[config.mk]
export PLATFORM = sky130hd
export DESIGN_NAME = surface_roughness_stats_flat
export DESIGN_NICKNAME = d
export VERILOG_FILES = /design/src/rtl/srs_pkg.sv /design/src/rtl/srs_if.sv /design/src/rtl/surface_roughness_stats.sv /design/src/flat_wrapper.sv
export SDC_FILE = /design/constraint.sdc
export NUM_CORES = 1
export LEC_CHECK = 0
export BUFFER_PORTS_ARGS = -buffer_cell sky130_fd_sc_hd__buf_4
export CORE_MARGIN = 2
export CORE_UTILIZATION = 45
export CTS_CLUSTER_DIAMETER = 60
export DETAILED_ROUTE_END_ITERATION = 16
export GPL_TIMING_DRIVEN = 0
export HOLD_SLACK_MARGIN = 0.1
export PLACE_DENSITY = 0.58
export SLEW_MARGIN = 20
export SYNTH_ARGS = -nofsm -noshare
export SYNTH_HDL_FRONTEND = slang
export SYNTH_SLANG_ARGS = --single-unit
[constraint.sdc]
create_clock -name clk_i -period 14.3 [get_ports clk_i]
set_clock_uncertainty 0.2 [all_clocks]
set_input_delay 2.145 -clock clk_i [delete_from_list [all_inputs] [get_ports clk_i]]
set_output_delay 2.145 -clock clk_i [all_outputs]
set_load 0.05 [all_outputs]
[src/rtl/srs_pkg.sv]
`timescale 1ns / 1ps

package srs_pkg;

  localparam int SampleBits = 16;
  localparam int MaxSamples = 65536;

  localparam int CntW = $clog2(MaxSamples + 1);
  localparam int AbsW = SampleBits + CntW - 1;
  localparam int SqW  = 2 * SampleBits + CntW - 2;

  localparam int MeanW  = 16;
  localparam int RmsW   = 16;
  localparam int P2pW   = 16;
  localparam int CountW = 17;

  localparam int RemW  = (CntW + 1 > SampleBits + 3) ? CntW + 1 : SampleBits + 3;
  localparam int StepW = $clog2(SqW);

  typedef logic signed [SampleBits-1:0] sample_t;
  typedef logic [CntW-1:0]              count_t;

endpackage

[src/rtl/srs_if.sv]
`timescale 1ns / 1ps

interface srs_in_if;
  logic                valid;
  logic                ready;
  srs_pkg::sample_t    sample;
  logic                last;

  modport source (output valid, output sample, output last, input ready);
  modport sink (input valid, input sample, input last, output ready);
endinterface

interface srs_out_if;
  logic                        valid;
  logic                        ready;
  logic [srs_pkg::MeanW-1:0]   mean_abs;
  logic [srs_pkg::RmsW-1:0]    rms;
  logic [srs_pkg::P2pW-1:0]    peak_to_peak;
  logic [srs_pkg::CountW-1:0]  sample_count;
  logic                        overflow;

  modport source (output valid, output mean_abs, output rms, output peak_to_peak,
                  output sample_count, output overflow, input ready);
  modport sink (input valid, input mean_abs, input rms, input peak_to_peak,
                input sample_count, input overflow, output ready);
endinterface

[src/rtl/surface_roughness_stats.sv]
`timescale 1ns / 1ps

// Surface roughness statistics. While a run is being collected the block takes one height
// item per cycle and updates the running maximum, minimum, sum of absolute values, sum of
// squares and count. The item marked last closes the run: one shared remainder
// subtractor then computes Ra by a radix-2 divide of the absolute sum, the mean square
// by a radix-2 divide of the square sum and Rq by a digit-by-digit square root; no new
// item is accepted until all three are done and the output is free of the previous
// result. Items beyond 65536 in one run are dropped and flagged in the result.
module surface_roughness_stats (
  input  logic      clk_i,
  input  logic      rst_ni,
  srs_in_if.sink    in_i,
  srs_out_if.source res_o
);
  import srs_pkg::*;

  typedef enum logic [2:0] {
    S_ACC,
    S_DIVA,
    S_DIVB,
    S_SQRT,
    S_DONE
  } state_e;

  state_e                  state_q, state_d;
  sample_t                 max_q, max_d, min_q, min_d;
  logic [AbsW-1:0]         sum_abs_q, sum_abs_d;
  logic [SqW-1:0]          sum_sq_q, sum_sq_d;
  count_t                  cnt_q, cnt_d;
  logic                    ovf_q, ovf_d;
  logic [RemW-1:0]         rem_q, rem_d;
  logic [SqW-1:0]          dvd_q, dvd_d;
  logic [SqW-1:0]          quo_q, quo_d;
  logic [StepW-1:0]        step_q, step_d;
  logic [MeanW-1:0]        ra_q, ra_d;
  logic [RmsW-1:0]         rq_q, rq_d;

  logic                    out_valid_q, out_valid_d;
  logic [MeanW-1:0]        mean_q, mean_d;
  logic [RmsW-1:0]         rms_q, rms_d;
  logic [P2pW-1:0]         p2p_q, p2p_d;
  logic [CountW-1:0]       count_q, count_d;
  logic                    flag_q, flag_d;

  logic                    accept;
  logic [SampleBits-1:0]   s_u;
  logic [SampleBits-1:0]   mag;
  logic [2*SampleBits-1:0] mag_sq;
  logic [RemW-1:0]         op_a, op_b;
  logic [RemW:0]           diff;
  logic                    ge;
  logic [RemW-1:0]         rem_next;
  logic [SqW-1:0]          quo_next;
  logic                    out_free;

  assign in_i.ready = (state_q == S_ACC);
  assign accept     = in_i.valid && in_i.ready;
  assign s_u        = in_i.sample;
  assign mag        = s_u[SampleBits-1] ? (~s_u + 1'b1) : s_u;
  assign mag_sq     = mag * mag;
  assign out_free   = !out_valid_q || res_o.ready;

  // Shared compare-subtract: divide step or square-root step on the partial remainder.
  always_comb begin
    if (state_q == S_SQRT) begin
      op_a = {rem_q[RemW-3:0], dvd_q[SqW-1:SqW-2]};
      op_b = {quo_q[RemW-3:0], 2'b01};
    end else begin
      op_a = {rem_q[RemW-2:0], dvd_q[SqW-1]};
      op_b = RemW'(cnt_q);
    end
  end

  assign diff     = {1'b0, op_a} - {1'b0, op_b};
  assign ge       = !diff[RemW];
  assign rem_next = ge ? diff[RemW-1:0] : op_a;
  assign quo_next = {quo_q[SqW-2:0], ge};

  always_comb begin
    state_d     = state_q;
    max_d       = max_q;
    min_d       = min_q;
    sum_abs_d   = sum_abs_q;
    sum_sq_d    = sum_sq_q;
    cnt_d       = cnt_q;
    ovf_d       = ovf_q;
    rem_d       = rem_q;
    dvd_d       = dvd_q;
    quo_d       = quo_q;
    step_d      = step_q;
    ra_d        = ra_q;
    rq_d        = rq_q;
    out_valid_d = out_valid_q && !res_o.ready;
    mean_d      = mean_q;
    rms_d       = rms_q;
    p2p_d       = p2p_q;
    count_d     = count_q;
    flag_d      = flag_q;

    case (state_q)
      S_ACC: begin
        if (accept) begin
          if (cnt_q < CntW'(MaxSamples)) begin
            if (cnt_q == '0) begin
              max_d = in_i.sample;
              min_d = in_i.sample;
            end else if (in_i.sample > max_q) begin
              max_d = in_i.sample;
            end else if (in_i.sample < min_q) begin
              min_d = in_i.sample;
            end
            sum_abs_d = sum_abs_q + AbsW'(mag);
            sum_sq_d  = sum_sq_q + SqW'(mag_sq);
            cnt_d     = cnt_q + 1'b1;
          end else begin
            ovf_d = 1'b1;
          end
          if (in_i.last) begin
            state_d = S_DIVA;
            dvd_d   = {sum_abs_d, (SqW - AbsW)'(0)};
            rem_d   = '0;
            quo_d   = '0;
            step_d  = '0;
          end
        end
      end
      S_DIVA: begin
        rem_d  = rem_next;
        quo_d  = quo_next;
        dvd_d  = {dvd_q[SqW-2:0], 1'b0};
        step_d = step_q + 1'b1;
        if (step_q == StepW'(AbsW - 1)) begin
          ra_d    = quo_next[MeanW-1:0];
          state_d = S_DIVB;
          dvd_d   = sum_sq_q;
          rem_d   = '0;
          quo_d   = '0;
          step_d  = '0;
        end
      end
      S_DIVB: begin
        rem_d  = rem_next;
        quo_d  = quo_next;
        dvd_d  = {dvd_q[SqW-2:0], 1'b0};
        step_d = step_q + 1'b1;
        if (step_q == StepW'(SqW - 1)) begin
          state_d = S_SQRT;
          dvd_d   = {quo_next[2*SampleBits-1:0], (SqW - 2 * SampleBits)'(0)};
          rem_d   = '0;
          quo_d   = '0;
          step_d  = '0;
        end
      end
      S_SQRT: begin
        rem_d  = rem_next;
        quo_d  = quo_next;
        dvd_d  = {dvd_q[SqW-3:0], 2'b00};
        step_d = step_q + 1'b1;
        if (step_q == StepW'(SampleBits - 1)) begin
          rq_d    = quo_next[RmsW-1:0];
          state_d = S_DONE;
        end
      end
      S_DONE: begin
        if (out_free) begin
          out_valid_d = 1'b1;
          mean_d      = ra_q;
          rms_d       = rq_q;
          p2p_d       = P2pW'(max_q - min_q);
          count_d     = CountW'(cnt_q);
          flag_d      = ovf_q;
          max_d       = '0;
          min_d       = '0;
          sum_abs_d   = '0;
          sum_sq_d    = '0;
          cnt_d       = '0;
          ovf_d       = 1'b0;
          state_d     = S_ACC;
        end
      end
      default: begin
        state_d = S_ACC;
      end
    endcase
  end

  always_ff @(posedge clk_i or negedge rst_ni) begin
    if (!rst_ni) begin
      state_q     <= S_ACC;
      max_q       <= '0;
      min_q       <= '0;
      sum_abs_q   <= '0;
      sum_sq_q    <= '0;
      cnt_q       <= '0;
      ovf_q       <= 1'b0;
      step_q      <= '0;
      out_valid_q <= 1'b0;
    end else begin
      state_q     <= state_d;
      max_q       <= max_d;
      min_q       <= min_d;
      sum_abs_q   <= sum_abs_d;
      sum_sq_q    <= sum_sq_d;
      cnt_q       <= cnt_d;
      ovf_q       <= ovf_d;
      step_q      <= step_d;
      out_valid_q <= out_valid_d;
    end
  end

  always_ff @(posedge clk_i) begin
    rem_q   <= rem_d;
    dvd_q   <= dvd_d;
    quo_q   <= quo_d;
    ra_q    <= ra_d;
    rq_q    <= rq_d;
    mean_q  <= mean_d;
    rms_q   <= rms_d;
    p2p_q   <= p2p_d;
    count_q <= count_d;
    flag_q  <= flag_d;
  end

  assign res_o.valid        = out_valid_q;
  assign res_o.mean_abs     = mean_q;
  assign res_o.rms          = rms_q;
  assign res_o.peak_to_peak = p2p_q;
  assign res_o.sample_count = count_q;
  assign res_o.overflow     = flag_q;

  a_cnt_limit : assert property (@(posedge clk_i) disable iff (!rst_ni)
    cnt_q <= CntW'(MaxSamples))
    else $error("Sample count exceeds the run limit.");

  a_last_blocks : assert property (@(posedge clk_i) disable iff (!rst_ni)
    (in_i.valid && in_i.ready && in_i.last) |=> !in_i.ready)
    else $error("Input still ready after the last item of a run.");

  a_result_from_done : assert property (@(posedge clk_i) disable iff (!rst_ni)
    $rose(out_valid_q) |-> $past(state_q == S_DONE))
    else $error("Result raised outside the completion state.");

  a_run_cleared : assert property (@(posedge clk_i) disable iff (!rst_ni)
    ($past(state_q == S_DONE) && state_q == S_ACC) |-> (cnt_q == '0 && !ovf_q))
    else $error("Run state not cleared after a result.");

  a_max_ge_min : assert property (@(posedge clk_i) disable iff (!rst_ni)
    (cnt_q != '0) |-> (max_q >= min_q))
    else $error("Running maximum below running minimum.");

endmodule

[src/flat_wrapper.sv]
// flat-port wrapper written by rule: the top's interface ports become plain ports
module surface_roughness_stats_flat import srs_pkg::*;
  (clk_i, rst_ni, in_i_valid, in_i_sample, in_i_last, in_i_ready, res_o_valid, res_o_mean_abs, res_o_rms, res_o_peak_to_peak, res_o_sample_count, res_o_overflow, res_o_ready);
  srs_in_if in_i_i ();
  srs_out_if res_o_i ();
  input  logic clk_i;
  input  logic rst_ni;
  input wire logic [$bits(in_i_i.valid)-1:0] in_i_valid;
  input wire logic [$bits(in_i_i.sample)-1:0] in_i_sample;
  input wire logic [$bits(in_i_i.last)-1:0] in_i_last;
  output wire logic [$bits(in_i_i.ready)-1:0] in_i_ready;
  output wire logic [$bits(res_o_i.valid)-1:0] res_o_valid;
  output wire logic [$bits(res_o_i.mean_abs)-1:0] res_o_mean_abs;
  output wire logic [$bits(res_o_i.rms)-1:0] res_o_rms;
  output wire logic [$bits(res_o_i.peak_to_peak)-1:0] res_o_peak_to_peak;
  output wire logic [$bits(res_o_i.sample_count)-1:0] res_o_sample_count;
  output wire logic [$bits(res_o_i.overflow)-1:0] res_o_overflow;
  input wire logic [$bits(res_o_i.ready)-1:0] res_o_ready;
  assign in_i_i.valid = in_i_valid;
  assign in_i_i.sample = in_i_sample;
  assign in_i_i.last = in_i_last;
  assign in_i_ready = in_i_i.ready;
  assign res_o_valid = res_o_i.valid;
  assign res_o_mean_abs = res_o_i.mean_abs;
  assign res_o_rms = res_o_i.rms;
  assign res_o_peak_to_peak = res_o_i.peak_to_peak;
  assign res_o_sample_count = res_o_i.sample_count;
  assign res_o_overflow = res_o_i.overflow;
  assign res_o_i.ready = res_o_ready;
  surface_roughness_stats u_core (.clk_i(clk_i), .rst_ni(rst_ni), .in_i(in_i_i), .res_o(res_o_i));
endmodule
==> flow_summary.html, run 1 <==
<table>
<tr><th>Metric</th><th>Value</th></tr>
<tr><th colspan="2">Clock network</th></tr>
<tr><td>Hold Buf Count CTS</td><td>0</td></tr>
<tr><td>Library cell used as clock root buffer</td><td>clkbuf_16</td></tr>
<tr><td>Worst-path clk slew</td><td>60 ps</td></tr>
<tr><td>Maximum count of clock buffers along a single path</td><td>3</td></tr>
<tr><td>CTS tree</td><td>yes</td></tr>
<tr><td>Post-cts gate resize count</td><td>0</td></tr>
<tr><td>Clock sink total</td><td>333</td></tr>
<tr><td>TritonCTS Buffers</td><td>38</td></tr>
<tr><td>Buffer count from post-CTS setup fixing</td><td>0</td></tr>
<tr><td>Depth of the CTS H-tree</td><td>2</td></tr>
<tr><td>Clock latency reported for the late side of the worst-skew pair</td><td>580 ps</td></tr>
<tr><th colspan="2">Timing</th></tr>
<tr><td>Final number of setup-violating endpoints</td><td>0</td></tr>
<tr><td>Setup tns final</td><td>0 ps</td></tr>
<tr><td>Final critical-path share of the clock period</td><td>0.8270</td></tr>
<tr><td>Final Hold Violating Endpoints</td><td>0</td></tr>
<tr><td>RSZ-0062 raised after global routing</td><td>no</td></tr>
<tr><td>Max_slew headroom</td><td>0.2140</td></tr>
<tr><td>Shortest period the worst path allows</td><td>11830 ps</td></tr>
<tr><td>Worst Tran Pin Value</td><td>1175 ps</td></tr>
<tr><td>Max Fclk</td><td>84.56 MHz</td></tr>
<tr><td>Number of max-slew violations in the final report</td><td>0</td></tr>
<tr><th colspan="2">Logic synthesis</th></tr>
<tr><td>Most frequent cells after synthesis</td><td>inv_1, nand2_1, fa_1</td></tr>
<tr><td>Post-synth top flop</td><td>edfxtp_1</td></tr>
<tr><td>Synth async-reset ratio</td><td>0.4174</td></tr>
<tr><td>Warnings, synthesis</td><td>0</td></tr>
<tr><td>Seq cells post-synth</td><td>around 330</td></tr>
<tr><td>Summed instance area of the synthesized netlist</td><td>25840 sq um</td></tr>
<tr><td>Per-instance average area after synthesis</td><td>a little under 10 sq um</td></tr>
<tr><td>Top cells by area, synth</td><td>edfxtp_1, fa_1, dfrtp_1</td></tr>
<tr><td>Register area share after synthesis</td><td>0.3600</td></tr>
<tr><td>Post-Syn Instances</td><td>2635</td></tr>
<tr><td>Number of distinct library cells after synthesis</td><td>81</td></tr>
<tr><td>Portion of synthesized cell area occupied by the leading cell type</td><td>0.2254</td></tr>
<tr><td>Cell with the most instances after synthesis</td><td>inv_1</td></tr>
<tr><td>Number of synthesized flops with an enable pin</td><td>194</td></tr>
<tr><td>Leading area contributor after synthesis</td><td>edfxtp_1</td></tr>
<tr><th colspan="2">Routing</th></tr>
<tr><td>Detail-routed net length per standard cell</td><td>19.77 microns</td></tr>
<tr><td>Via count</td><td>19731</td></tr>
<tr><td>Residual DRC</td><td>0</td></tr>
<tr><td>DR vias/cell</td><td>5.528</td></tr>
<tr><td>Wire length reported by the detailed router</td><td>70550 microns</td></tr>
<tr><td>Violation count after the first detailed-route iteration</td><td>about 1600</td></tr>
<tr><td>Detail Route Antenna Nets</td><td>0</td></tr>
<tr><td>Router iterations before antenna repair</td><td>8</td></tr>
<tr><th colspan="2">Die</th></tr>
<tr><td>Total Die Area</td><td>between 50000 and 60000 sq um</td></tr>
<tr><td>Initial cell density of the core</td><td>0.4566</td></tr>
<tr><td>Die Height</td><td>243.6 microns</td></tr>
<tr><td>Placeable core area</td><td>56600 sq um</td></tr>
<tr><td>Number of placed I/O pins</td><td>between 80 and 90</td></tr>
<tr><td>Width of the die</td><td>roughly 240 microns</td></tr>
<tr><td>Standard-cell rows</td><td>between 80 and 90</td></tr>
<tr><th colspan="2">Global routing</th></tr>
<tr><td>Global-route wire length before repair</td><td>~110000 microns</td></tr>
<tr><td>Largest net degree at the start of global routing</td><td>80</td></tr>
<tr><td>Antenna violations before repair</td><td>0</td></tr>
<tr><td>Vias in the first global route</td><td>20411</td></tr>
<tr><td>Global Route Usage Sum</td><td>0.2447</td></tr>
<tr><td>GRT Residual Overflow</td><td>0</td></tr>
<tr><th colspan="2">Setup path</th></tr>
<tr><td>CP startpoint kind</td><td>input pin</td></tr>
<tr><td>Data required time of the worst path</td><td>14560 ps</td></tr>
<tr><td>Worst endpoint data arrival time</td><td>12090 ps</td></tr>
<tr><td>Classification of the worst setup path</td><td>in -&gt; reg</td></tr>
<tr><td>Max FO, Critical Path</td><td>11</td></tr>
<tr><td>Worst R2R Path Depth</td><td>18</td></tr>
<tr><td>CP Capture Type</td><td>flip-flop</td></tr>
<tr><th colspan="2">Placed design</th></tr>
<tr><td>DP HPWL</td><td>54760 microns</td></tr>
<tr><td>GP Congestion</td><td>between 0.9 and 1</td></tr>
<tr><td>Number of buffers inserted by port buffering</td><td>between 80 and 90</td></tr>
<tr><th colspan="2">Layout</th></tr>
<tr><td>Total area of multi-input combinational cells</td><td>14610 sq um</td></tr>
<tr><td>Number of nets in the final layout</td><td>3194</td></tr>
<tr><td>Fill count</td><td>5192</td></tr>
<tr><td>Fraction of final layout cells sized beyond drive strength 1</td><td>0.07039</td></tr>
<tr><td>FF+latch area</td><td>9304 sq um</td></tr>
<tr><td>Total inserted antenna cells</td><td>0</td></tr>
<tr><td>Layout overhead on the synthesized area</td><td>12.25%</td></tr>
<tr><th colspan="2">Min path</th></tr>
<tr><td>Type of the worst min-delay path</td><td>reg -&gt; reg</td></tr>
<tr><td>Hold depth</td><td>0</td></tr>
<tr><th colspan="2">Run</th></tr>
<tr><td>Max Cap Viol</td><td>0</td></tr>
<tr><th colspan="2">Outcome</th></tr>
<tr><td>Result of the run</td><td>finished, final reports clean</td></tr>
</table>
critical path, cell delays in order:
cell and delay (ps):
buf_4 150, inv_1 70, clkbuf_1 500, ha_1 290
nand2_1 110, o41ai_1 320, xor2_1 950, clkinv_1 930
nand2_1 400, fa_1 480, inv_1 110, fa_1 430
fa_1 520, fa_1 520, fa_1 550, inv_1 50
fa_1 520, inv_1 40, ha_1 390, nand4_1 210
or3_1 440, a311oi_1 580, o211ai_1 280, a211o_1 420
o21ai_4 290, a21oi_1 110, a31o_2 250
per-stage QoR:
stage | hold slack [ps] | cells | setup WS [ps] | instance area, sq um | utilization
5_1_grt | 217.1 | 3569 | 1976 | 29010 | 0.5125
2_1_floorplan | 200.3 | 2644 | 4406 | 25880 | -
6_report | 215.9 | 3569 | 2474 | 29010 | 0.5125
3_3_place_gp | 201.1 | 3488 | 1639 | 27480 | 0.4855
3_5_place_dp | 204.5 | 3499 | 1952 | 27760 | 0.4904
4_1_cts | 215.8 | 3569 | 2522 | 29010 | 0.5125
layout make-up:
type | count | share of cell area
inverter | 442 | 0.05719
sequential | 333 | 0.3207
clock inverter | 14 | 0.005952
timing repair buffer | 99 | 0.03019
buffer | 93 | 0.01246
tap | 756 | 0.03261
clock buffer | 56 | 0.03722
multi-input combinational | 1776 | 0.5036
cells by family (layout without fill, tap and decap cells):
group | Yosys count | count (layout) | synth area share
AOI/OAI and AO/OA | 542 | 542 | 0.1406
xor gates and xnor gates | 109 | 109 | 0.03767
adders and majority gates | 390 | 390 | 0.2463
buffers and inverters | 535 | 704 | 0.07809
DFF | 333 | 333 | 0.3600
muxes | 41 | 41 | 0.01598
other | 2 | 11 | 0.0002906
and+or+nand+nor | 683 | 683 | 0.1210
final timing paths:
check | from | to | slack [ps]
worst min-delay path | u_core.rq_q[2] | u_core.res_o.rms[2] | 220
worst max register to register | u_core.state_q[1] | u_core.rem_q[16] | 7860
max in group asynchronous | rst_ni | u_core.min_q[12] | 11750
worst min register to register | u_core.rq_q[2] | u_core.res_o.rms[2] | 220
min in group asynchronous | rst_ni | u_core.step_q[2] | 1300
worst max-delay path | in_i_sample[0] | u_core.sum_sq_q[34] | 2470
per-layer routing:
layer	GRT usage	share of wire
met5	0	0
met1	0.3328	0.44
met2	0.4178	0.48
met3	0.02787	0.053
met4	0.06115	0.021
state kept, by name, indices dropped and copies added, names as in the netlist:
register / cells
u_core.dvd_q: 47
u_core.res_o.valid: 1
u_core.rq_q: 16
u_core.ra_q: 16
u_core.sum_sq_q: 47
u_core.min_q: 16
u_core.quo_q: 31
u_core.sum_abs_q: 32
u_core.step_q: 6
u_core.state_q: 3
u_core.max_q: 16
u_core.ovf_q: 1
u_core.cnt_q: 17
u_core.res_o.sample_count: 17
u_core.res_o.mean_abs: 16
u_core.res_o.peak_to_peak: 16
u_core.rem_q: 18
u_core.res_o.rms: 16
u_core.res_o.overflow: 1
layout by cell type (no fill, tap or decap), types with 35 or more instances in the layout:
| master | count |
|---|---|
| a21o_1 | 35 |
| nor2_1 | 142 |
| clkbuf_1 | 89 |
| clkbuf_16 | 39 |
| inv_1 | 431 |
| and2_1 | 38 |
| edfxtp_1 | 194 |
| xor2_1 | 45 |
| a21oi_1 | 140 |
| mux2i_1 | 39 |
| o21ai_0 | 122 |
| xnor2_1 | 57 |
| buf_4 | 87 |
| nand2_1 | 314 |
| ha_1 | 192 |
| nand3_1 | 39 |
| dfrtp_1 | 139 |
| fa_1 | 198 |
Power of run 1 is not shown: default switching activity piles up to over one toggle a cycle in this logic, so the estimate is an artifact.
==> inputs of run 2 (changes only) <==
--- a/config.mk
+++ b/config.mk
@@ -5,6 +5,7 @@
 export SDC_FILE = /design/constraint.sdc
 export NUM_CORES = 1
 export LEC_CHECK = 0
+export ABC_AREA = 1
 export BUFFER_PORTS_ARGS = -buffer_cell sky130_fd_sc_hd__buf_4
 export CORE_MARGIN = 2
 export CORE_UTILIZATION = 45
@@ -12,7 +13,7 @@
 export DETAILED_ROUTE_END_ITERATION = 16
 export GPL_TIMING_DRIVEN = 0
 export HOLD_SLACK_MARGIN = 0.1
-export PLACE_DENSITY = 0.58
+export PLACE_DENSITY = 0.6
 export SLEW_MARGIN = 20
 export SYNTH_ARGS = -nofsm -noshare
 export SYNTH_HDL_FRONTEND = slang
==> constraint.sdc (replaced) <==
create_clock -name clk_i -period 9.6 [get_ports clk_i]
set_clock_uncertainty 0.2 [all_clocks]
set_input_delay 1.44 -clock clk_i [delete_from_list [all_inputs] [get_ports clk_i]]
set_output_delay 1.44 -clock clk_i [all_outputs]
set_load 0.05 [all_outputs]
==> run 2 against run 1 <==
Against the previous run:
- highest routed layer unchanged
- sequential cell count unchanged
- critical endpoint is now u_core.sum_sq_q[45]
- register-to-register slack got worse by 3100 ps
- utilization decreased by 0.11 points
- first-iteration DRC count increased by 8.2%
- critical path type unchanged
==> flow_summary.html, run 2 <==
<table>
<tr><th>Metric</th><th>Value</th></tr>
<tr><th colspan="2">Logic synthesis</th></tr>
<tr><td>Leading area contributor after synthesis</td><td>edfxtp_1</td></tr>
<tr><td>Summed instance area of the synthesized netlist</td><td>approximately 28000 sq um</td></tr>
<tr><td>Post-synth top flop</td><td>edfxtp_1</td></tr>
<tr><td>Register area share after synthesis</td><td>0.3382</td></tr>
<tr><td>Per-instance average area after synthesis</td><td>8.109 sq um</td></tr>
<tr><td>Portion of synthesized cell area occupied by the leading cell type</td><td>0.2117</td></tr>
<tr><td>Seq cells post-synth</td><td>333</td></tr>
<tr><td>Synth async-reset ratio</td><td>0.4174</td></tr>
<tr><td>Cell with the most instances after synthesis</td><td>nand2_1</td></tr>
<tr><td>Post-Syn Instances</td><td>around 3400</td></tr>
<tr><td>Top cells by area, synth</td><td>edfxtp_1, fa_1, dfrtp_1</td></tr>
<tr><td>Warnings, synthesis</td><td>0</td></tr>
<tr><td>Most frequent cells after synthesis</td><td>nand2_1, inv_1, nor2_1</td></tr>
<tr><td>Number of distinct library cells after synthesis</td><td>56</td></tr>
<tr><td>Number of synthesized flops with an enable pin</td><td>194</td></tr>
<tr><th colspan="2">Layout</th></tr>
<tr><td>Total inserted antenna cells</td><td>0</td></tr>
<tr><td>Commonest non-fill, non-tap cell in the layout</td><td>nand2_1</td></tr>
<tr><td>Fill count</td><td>5872</td></tr>
<tr><td>Finished Layout Cells</td><td>4364</td></tr>
<tr><td>Final design instance area without fill</td><td>30870 sq um</td></tr>
<tr><td>Layout overhead on the synthesized area</td><td>12.19%</td></tr>
<tr><td>FF+latch area</td><td>9304 sq um</td></tr>
<tr><td>Commonest cells after routing, fill and taps aside</td><td>nand2_1, inv_1, nor2_1</td></tr>
<tr><td>Fraction of final layout cells sized beyond drive strength 1</td><td>0.07175</td></tr>
<tr><td>Regs by FF count</td><td>u_core.dvd_q: 47 flops, u_core.sum_sq_q: 47 flops, u_core.sum_abs_q: 32 flops</td></tr>
<tr><td>Number of nets in the final layout</td><td>~4000</td></tr>
<tr><td>Total area of multi-input combinational cells</td><td>15360 sq um</td></tr>
<tr><th colspan="2">Setup path</th></tr>
<tr><td>Classification of the worst setup path</td><td>in -&gt; reg</td></tr>
<tr><td>Largest stage delay, worst path</td><td>580 ps</td></tr>
<tr><td>Bufs and invs on worst path</td><td>10</td></tr>
<tr><td>Worst endpoint data arrival time</td><td>around 9200 ps</td></tr>
<tr><td>Most prevalent standard cell on the critical path</td><td>inv_1</td></tr>
<tr><td>Family with the most delay on the worst path</td><td>adder cells</td></tr>
<tr><td>Max FO, Critical Path</td><td>18</td></tr>
<tr><td>CP startpoint kind</td><td>input pin</td></tr>
<tr><td>CP Capture Type</td><td>flip-flop</td></tr>
<tr><td>Data required time of the worst path</td><td>9880 ps</td></tr>
<tr><td>Cell at the slowest stage of the critical path</td><td>fa_1</td></tr>
<tr><th colspan="2">Die</th></tr>
<tr><td>Die Height</td><td>roughly 250 microns</td></tr>
<tr><td>Initial cell density of the core</td><td>0.4558</td></tr>
<tr><td>Total Die Area</td><td>between 60000 and 70000 sq um</td></tr>
<tr><td>Placeable core area</td><td>around 60000 sq um</td></tr>
<tr><td>Number of placed I/O pins</td><td>89</td></tr>
<tr><td>Standard-cell rows</td><td>90</td></tr>
<tr><td>Width of the die</td><td>around 250 microns</td></tr>
<tr><th colspan="2">Clock network</th></tr>
<tr><td>Post-cts gate resize count</td><td>0</td></tr>
<tr><td>CTS tree</td><td>yes</td></tr>
<tr><td>Maximum count of clock buffers along a single path</td><td>3</td></tr>
<tr><td>Clock sink total</td><td>333</td></tr>
<tr><td>Library cell used as clock root buffer</td><td>clkbuf_16</td></tr>
<tr><td>Worst-path clk slew</td><td>roughly 60 ps</td></tr>
<tr><td>Depth of the CTS H-tree</td><td>2</td></tr>
<tr><td>Buffer count from post-CTS setup fixing</td><td>0</td></tr>
<tr><td>Clock latency reported for the late side of the worst-skew pair</td><td>600 ps</td></tr>
<tr><td>TritonCTS Buffers</td><td>44</td></tr>
<tr><td>Hold Buf Count CTS</td><td>0</td></tr>
<tr><th colspan="2">Run</th></tr>
<tr><td>Max Cap Viol</td><td>0</td></tr>
<tr><th colspan="2">Routing</th></tr>
<tr><td>DR vias/cell</td><td>5.301</td></tr>
<tr><td>Wire length reported by the detailed router</td><td>82400 microns</td></tr>
<tr><td>Violation count after the first detailed-route iteration</td><td>1725</td></tr>
<tr><td>Router iterations before antenna repair</td><td>6</td></tr>
<tr><td>Detail-routed net length per standard cell</td><td>18.88 microns</td></tr>
<tr><td>Detail Route Antenna Nets</td><td>0</td></tr>
<tr><td>Via count</td><td>23133</td></tr>
<tr><td>Residual DRC</td><td>0</td></tr>
<tr><th colspan="2">Timing</th></tr>
<tr><td>Shortest period the worst path allows</td><td>8907 ps</td></tr>
<tr><td>Number of max-slew violations in the final report</td><td>0</td></tr>
<tr><td>Final number of setup-violating endpoints</td><td>0</td></tr>
<tr><td>Max_slew headroom</td><td>0.2648</td></tr>
<tr><td>Max Fclk</td><td>around 110 MHz</td></tr>
<tr><td>Setup tns final</td><td>0 ps</td></tr>
<tr><td>RSZ-0062 raised after global routing</td><td>no</td></tr>
<tr><td>Worst Tran Pin Value</td><td>1103 ps</td></tr>
<tr><td>Final Hold Violating Endpoints</td><td>0</td></tr>
<tr><td>Final critical-path share of the clock period</td><td>0.9278</td></tr>
<tr><th colspan="2">Min path</th></tr>
<tr><td>Type of the worst min-delay path</td><td>reg -&gt; reg</td></tr>
<tr><th colspan="2">Global routing</th></tr>
<tr><td>Global-route wire length before repair</td><td>129000 microns</td></tr>
<tr><td>Global Route Usage Sum</td><td>0.2655</td></tr>
<tr><td>Largest net degree at the start of global routing</td><td>72</td></tr>
<tr><td>GRT Residual Overflow</td><td>0</td></tr>
<tr><td>Vias in the first global route</td><td>22541</td></tr>
<tr><td>Antenna violations before repair</td><td>0</td></tr>
<tr><th colspan="2">Placed design</th></tr>
<tr><td># placed instances</td><td>4284</td></tr>
<tr><td>Area post-placement</td><td>just under 30000 sq um</td></tr>
<tr><td>DP HPWL</td><td>about 66000 microns</td></tr>
<tr><td>GP Congestion</td><td>0.9385</td></tr>
<tr><td>Number of buffers inserted by port buffering</td><td>just under 90</td></tr>
<tr><th colspan="2">Outcome</th></tr>
<tr><td>Result of the run</td><td>finished, final reports clean</td></tr>
</table>
[run 2: cell types whose count changed after synthesis, moves of 21 or more]
cell / before / now
nand2_1: 314 / 780
inv_1: 431 / 651
nor2_1: 144 / 321
nand3_1: 39 / 158
o21ai_0: 122 / 187
xnor2_1: 58 / 13
mux2i_1: 39 / 0
and2_1: 38 / 0
clkbuf_1: 77 / 44
a22o_1: 27 / 0
a21o_1: 35 / 9
a21oi_1: 140 / 162
buf_2: 7 / 28
[run 2: logic make-up (layout without fill, tap and decap cells)]
| kind of cell | after synthesis | in the layout | synth area share |
|---|---|---|---|
| buffers and inverters | 751 | 931 | 0.1055 |
| other | 2 | 11 | 0.0002730 |
| AND/OR/NAND/NOR | 1368 | 1368 | 0.2052 |
| flip-flops | 333 | 333 | 0.3382 |
| adder cells (fa/ha/maj) | 390 | 390 | 0.2314 |
| AO/OA/AOI/OAI | 502 | 502 | 0.1038 |
| XOR/XNOR | 47 | 47 | 0.01564 |
[run 2: metrics by stage]
stage	utilization	hold slack, ps	setup WS, ps
after global placement	0.4836	201.8	-348.1
after detailed placement	0.4877	204.5	-353.9
final	0.5114	214.8	693.4
after floorplan	-	200.3	1510
after global routing	0.5114	222.3	58.47
after CTS	0.5115	216.1	257.2
[run 2: worst register-to-register path: cells and delay by family, from the launching register on]
| family | cells | cell delay (ps) |
|---|---|---|
| flops | 1 | 310 |
| fa+ha+maj | 5 | 2510 |
| simple gates | 5 | 520 |
| compound gates | 4 | 940 |
| buf+inv | 4 | 290 |
[run 2: layer usage]
layer	up-vias	track usage	wire length [microns]
met2	805	0.4081	35940
met3	139	0.04639	6254
li1	11180	-	-
met1	11009	0.3749	37050
met4	0	0.1009	3162
met5	-	0	0
[run 2: final cells by class]
cell class              count  area share
inverters                 662     0.08058
clock inverters            25    0.009079
well taps                 782     0.03170
clock buffers              56     0.03745
repair buffers            100     0.02870
multi-input cells        2318      0.4976
flip-flops and latches    333      0.3014
plain buffers              88     0.01346
[run 2: final timing paths]
kind | end | start | slack [ps] | cells after the start
worst max-delay path | u_core.sum_sq_q[45] | in_i_sample[0] | 690 | 32
worst min-delay path | u_core.res_o.rms[1] | u_core.rq_q[1] | 210 | 0
worst max register to register | u_core.sum_sq_q[30] | u_core.sum_sq_q[8] | 4730 | 18
worst min register to register | u_core.res_o.rms[1] | u_core.rq_q[1] | 210 | 0
max in group asynchronous | u_core.sum_sq_q[24] | rst_ni | 7770 | 2
min in group asynchronous | u_core.sum_sq_q[5] | rst_ni | 610 | 1
Power of run 2 is left out for the same reason.
